$ cat config.mk
export PLATFORM = sky130hd
export DESIGN_NAME = mi3_merge
export DESIGN_NICKNAME = d
export VERILOG_FILES = /design/src/mi3_pkg.sv /design/src/mi3_merge.sv
export SDC_FILE = /design/constraint.sdc
export NUM_CORES = 1
export LEC_CHECK = 0
export BUFFER_PORTS_ARGS = -buffer_cell sky130_fd_sc_hd__buf_2
export CORE_MARGIN = 1.5
export CORE_UTILIZATION = 25
export DETAILED_ROUTE_END_ITERATION = 10
export MAX_ROUTING_LAYER = met4
export PLACE_DENSITY = 0.48
export SKIP_LAST_GASP = 1
export SLEW_MARGIN = 20
export SYNTH_ARGS = -nofsm -noshare
export SYNTH_HDL_FRONTEND = slang
export SYNTH_SLANG_ARGS = --single-unit
$ cat constraint.sdc
create_clock -name i_clk -period 8.9 [get_ports i_clk]
set_input_delay 1.78 -clock i_clk [delete_from_list [all_inputs] [get_ports i_clk]]
set_output_delay 1.78 -clock i_clk [all_outputs]
set_load 0.005 [all_outputs]
$ cat src/mi3_pkg.sv
// Shared types and constants for the 3x3 fixed-point matrix inverse.
// No dependencies; every other file in this block imports it.
package mi3_pkg;

    localparam int FRAC_BITS_DEF = 16;
    localparam int EL_W          = 32;               // element width
    localparam int MAG_W         = 64;               // cofactor magnitude, at most 2^63
    localparam int DMAG_W        = MAG_W + EL_W;     // determinant magnitude, below 2^96
    localparam int DET_W         = DMAG_W + 2;       // signed sum of three terms
    localparam int Q_W           = 33;               // quotient bits resolved per lane
    localparam int NUM_CF        = 9;
    localparam int DET_LAT       = 7;

    localparam logic [EL_W-1:0] SAT_POS = 32'h7FFF_FFFF;
    localparam logic [EL_W-1:0] SAT_NEG = 32'h8000_0000;

    typedef logic signed [EL_W-1:0] t_el;

    typedef struct packed {
        t_el a00; t_el a01; t_el a02;
        t_el a10; t_el a11; t_el a12;
        t_el a20; t_el a21; t_el a22;
    } t_mat;

    typedef struct packed {
        t_el  r00; t_el r01; t_el r02;
        t_el  r10; t_el r11; t_el r12;
        t_el  r20; t_el r21; t_el r22;
        logic singular;
        logic clipped;
    } t_inv;

    // determinant magnitude travelling alongside the divider stages
    typedef struct packed {
        logic              zero;
        logic [DMAG_W-1:0] dmag;
    } t_dstage;

    // what one lane hands to the merging stage
    typedef struct packed {
        logic [Q_W-1:0] q;
        logic           ovf;
        logic           neg;
    } t_lane;

    // cofactor i = a[p]*a[q] - a[r]*a[s], in adjugate order
    localparam int unsigned CF_OPS [NUM_CF][4] = '{
        '{4, 8, 5, 7}, '{2, 7, 1, 8}, '{1, 5, 2, 4},
        '{5, 6, 3, 8}, '{0, 8, 2, 6}, '{2, 3, 0, 5},
        '{3, 7, 4, 6}, '{1, 6, 0, 7}, '{0, 4, 1, 3}
    };

endpackage

$ cat src/mi3_merge.sv
// Merging stage: signs, saturates and gathers the nine lane quotients into
// the output register with the singular and clipped flags. Depends on mi3_pkg.
module mi3_merge (
    input  logic                 i_clk,
    input  logic                 i_en,
    input  mi3_pkg::t_lane       i_lane [mi3_pkg::NUM_CF],
    input  logic                 i_zero,
    output mi3_pkg::t_inv        o_res
);
    import mi3_pkg::*;

    logic [EL_W-1:0]   v [NUM_CF];
    logic [NUM_CF-1:0] clip;
    logic [Q_W-1:0]    lim [NUM_CF];
    t_inv              r_res;

    always_comb begin
        for (int i = 0; i < NUM_CF; i++) begin
            lim[i]  = i_lane[i].neg ? Q_W'(SAT_NEG) : Q_W'(SAT_POS);
            clip[i] = i_lane[i].ovf || (i_lane[i].q > lim[i]);
            if (i_zero) begin
                v[i] = '0;
            end else if (clip[i]) begin
                v[i] = i_lane[i].neg ? SAT_NEG : SAT_POS;
            end else if (i_lane[i].neg) begin
                v[i] = EL_W'(0) - i_lane[i].q[EL_W-1:0];
            end else begin
                v[i] = i_lane[i].q[EL_W-1:0];
            end
        end
    end

    always_ff @(posedge i_clk) begin
        if (i_en) begin
            r_res.r00      <= v[0];
            r_res.r01      <= v[1];
            r_res.r02      <= v[2];
            r_res.r10      <= v[3];
            r_res.r11      <= v[4];
            r_res.r12      <= v[5];
            r_res.r20      <= v[6];
            r_res.r21      <= v[7];
            r_res.r22      <= v[8];
            r_res.singular <= i_zero;
            r_res.clipped  <= !i_zero && (clip != '0);
        end
    end

    assign o_res = r_res;

endmodule

==> impl.org <==
** Outcome
- The run finished with clean final reports.

** Clocking
- Count of hold-fix buffers inserted at cts :: 0
- The clock passes through at most 3 buffers.
- Clock-pin slew was measured on the worst setup and hold paths at 0.07 ns.
- After clock tree synthesis, the setup repair step added 0 buffers.
- Gates resized, CTS repair :: 0
- Clock tree synthesis found a total of just under 300 sinks.
- Count of H-tree levels built during CTS :: 2
- In this run the clock root is driven by a clkbuf_16.
- TritonCTS buffer count :: 42
- TritonCTS built the clock tree.

** Cells and area
- After the last flow step, the layout net total stands at 4047.
- Max reg flops :: 290
- Compared with the post-synthesis result, the final layout area differs by 22.88%.
- Post-Layout Cell Count :: between 4k and 5k
- Cells fill 30.98% of the core in the end.
- The filler cells instantiated in the layout total 10.90k.
- In the final layout, the share of cells above drive strength 1 is between 20% and 30%.

** Placement
- Detailed placement HPWL :: 72.04 mm
- Placed cells :: 4756
- IO buf count :: 607
- Final RePlAce weighted congestion :: 0.8323
- Before CTS, the worst setup slack after placement is about 2.7 ns.

** Global route
- Largest net degree at the start of global routing :: 155
- M1 GR Usage :: 23.00%
- Remaining Overflow, GRT :: 0
- The global routing stage identified its most utilized layer as met2.
- In the global route stage, overall resource usage came out at 18.44%.
- For met3 alone, demand over resource in global routing was 4.907%.
- Wire length of the first global-routing pass :: 145.7 mm
- The number of antenna violations at the first check in global routing came to 35.
- Fraction of met2 tracks used by global routing :: 29.53%
- Number of global-route vias before repair :: ~24k

** Yosys
- Share of flip-flops with an asynchronous set or reset after synthesis :: 0%
- Number of warning messages in the yosys log :: 0
- In this run, synthesis produced a sequential element count of 290.
- Sequential element share of the synthesized area :: approximately 34%
- After synthesis, the cell types taking the most area are edfxtp_1, ha_1, a21oi_1.
- Library cell occupying the most area in the post-synthesis netlist :: edfxtp_1
- Yosys mapped a number of flops with a built-in enable equal to 290.
- In this run the biggest area consumer among cell types represents 33.90% of the synthesized area.
- The netlist uses 82 different library cells.
- Counting every instance in the synthesized netlist gives 2899.
- Synthesized cell area :: 25690 um2
- A synthesized cell averages between 8 and 9 um2.
- The most used flip-flop cell after synthesis is edfxtp_1.
- Syn Nets :: 3514

** Floorplan
- Area of the die :: 104700 um2
- Initial core utilization :: between 20% and 30%
- The initialized floorplan defines 117 standard-cell rows.
- Die boundary width :: 323.5 um
- After floorplanning, the core was sized to cover 101900 um2.
- From bottom edge to top edge, the die measures around 320 um.
- a little over 600 I/O pins were placed.

** Route
- Average wire length per cell after detail routing :: approximately 20 um
- Pre-antenna DRT Iters :: 5
- After detailed routing, the total wire length is around 100 mm.
- The first routing iteration left 1568 violations.
- After detailed routing, the number of vias per cell comes to just over 5.
- Post-detailed-route count of antenna-violating nets :: 0
- Summing over every cut layer, the via total after detailed routing is 25.17k.
- In the routed design, unresolved DRC markers number 0.

** Job
- Across the run, the number of max-cap violations was 0.

** Timing
- Share of the clock period used by the worst path after layout :: about 64%
- Count of final max-slew check failures :: 0
- Setup repair after global routing left no endpoint under its margin.
- # setup viols final :: 0
- Max-Slew Margin vs Limit :: between 20% and 30%
- Maximum clock rate :: 0.1766 GHz
- The number of hold violations in the final report came to 0.
- The tightest hold path in the finished design has a slack of 1.527 ns.
- At the pin with the least slew margin, the transition time is 1.082 ns.
- In the post-route analysis, the smallest setup slack over all paths is 3.238 ns.
- Summed over all failing endpoints, the final setup total negative slack is 0 ns.
- The clock period could shrink to 5.662 ns.

** Hold path
- Worst hold path type :: input pin to register

** Power
- In this run the static leakage power is 12.34 nW.
- Dividing total power by cell area gives a power density of 138.8 nW/um2.
- VDD sags by at most between 100 and 150 uV.

** Critical path
- Data on the critical path arrives at its endpoint at 6.08 ns.
- The critical path is of the input pin to register type.
- List of cells traversed by the critical path :: buf_2 -> inv_1 -> ha_1 -> nand4b_1 -> nor3_1 -> nand4_1 -> buf_4 -> a21oi_1 -> nand3b_1 -> a31oi_1
- Standard cell with the maximum stage delay on the critical path :: a21oi_1
- On the worst path, the slowest cell contributes a delay of 0.87 ns.
- Worst path required time :: 9.32 ns
- Type of element capturing the critical path :: register
- Element type at the critical path start :: input pin
- Of all nets on the critical path, the largest fanout is 40.
Yosys cell counts (22+ instances only):
library cell / number
nor2_1: 295
nand3b_1: 41
or4_1: 26
nand2_1: 168
o32ai_1: 27
o21ai_0: 235
a211oi_1: 44
nand3_1: 54
edfxtp_1: 290
or2_2: 69
a21o_1: 73
nor3_1: 146
a21oi_1: 278
nor2b_1: 22
mux2_2: 23
mux2i_1: 64
ha_1: 297
inv_1: 49
a31oi_1: 85
or3_1: 71
clkbuf_1: 138
nor4_1: 39
nand4_1: 56
placed cells by master, fill, tap and decap left out, drive strengths merged, types with 49 or more instances in the layout:
cell type | Yosys | final
a31oi | 85 | 85
or2 | 72 | 72
edfxtp | 290 | 290
a21o | 73 | 73
ha | 297 | 297
nor2 | 295 | 295
clkbuf | 138 | 59
inv | 49 | 49
mux2i | 64 | 64
nand2 | 168 | 168
a21oi | 278 | 278
nor3 | 148 | 148
buf | 12 | 639
o21ai | 236 | 236
nand3 | 54 | 54
nand4 | 56 | 56
or3 | 71 | 71
through the flow:
stage / total power [W] / instance area [um2]
4_1_cts: 0.004468 / 31490
2_1_floorplan: 0.002223 / 25690
3_5_place_dp: 0.002767 / 30220
6_report: 0.004381 / 31560
3_3_place_gp: 0.002761 / 30200
5_1_grt: 0.004632 / 31560
cells by family after synthesis:
logic type                 share of synthesized area [%]
muxes                                              3.502
and+or+nand+nor                                    22.54
buffers and inverters                              2.996
AOI/OAI and AO/OA                                  22.35
DFF                                                33.90
xor gates and xnor gates                          0.2387
adders and majority gates                          14.47
worst max-delay path: cells and delay by family:
kind | cells | cell delay (ns)
simple gates | 4 | 1.05
fa+ha+maj | 1 | 0.52
buf+inv | 3 | 1.61
compound gates | 2 | 1.09
power by group:
group,switching [W],internal (W),leakage [nW],total [W]
Clock,0.000707,0.000944,0.618,0.00165
Combinational,0.000636,0.000391,8.92,0.00103
Sequential,0.0000498,0.00165,2.80,0.00170
Total,0.00139,0.00299,12.3,0.00438
routing by layer:
metal	vias up	share of wire [%]
met2	688	47
met4	0	2.2
met3	109	7.4
met5	-	0
met1	11940	44
li1	12440	-
cell type report:
class / count / area, um2 / area share [%]
Multi-Input combinational cell: 2407 / 16280 / 51.58
Sequential cell: 290 / 8708 / 27.59
Timing Repair Buffer: 639 / 3327 / 10.54
Tap cell: 1368 / 1712 / 5.423
Clock buffer: 59 / 1179 / 3.734
Inverter: 52 / 195.2 / 0.6184
Clock inverter: 14 / 88.84 / 0.2814
Antenna cell: 30 / 75.07 / 0.2378
path summary, 6_finish.rpt:
| kind | from | endpoint | slack, ns | cells after the start |
|---|---|---|---|---|
| setup / recovery | i_lane[175] | o_res[184]$_SDFFCE_PP0P_ | 3.24 | 10 |
| hold / removal | i_lane[52] | o_res[49]$_SDFFCE_PP0P_ | 1.53 | 2 |
Power figures use the tool's default switching activity.
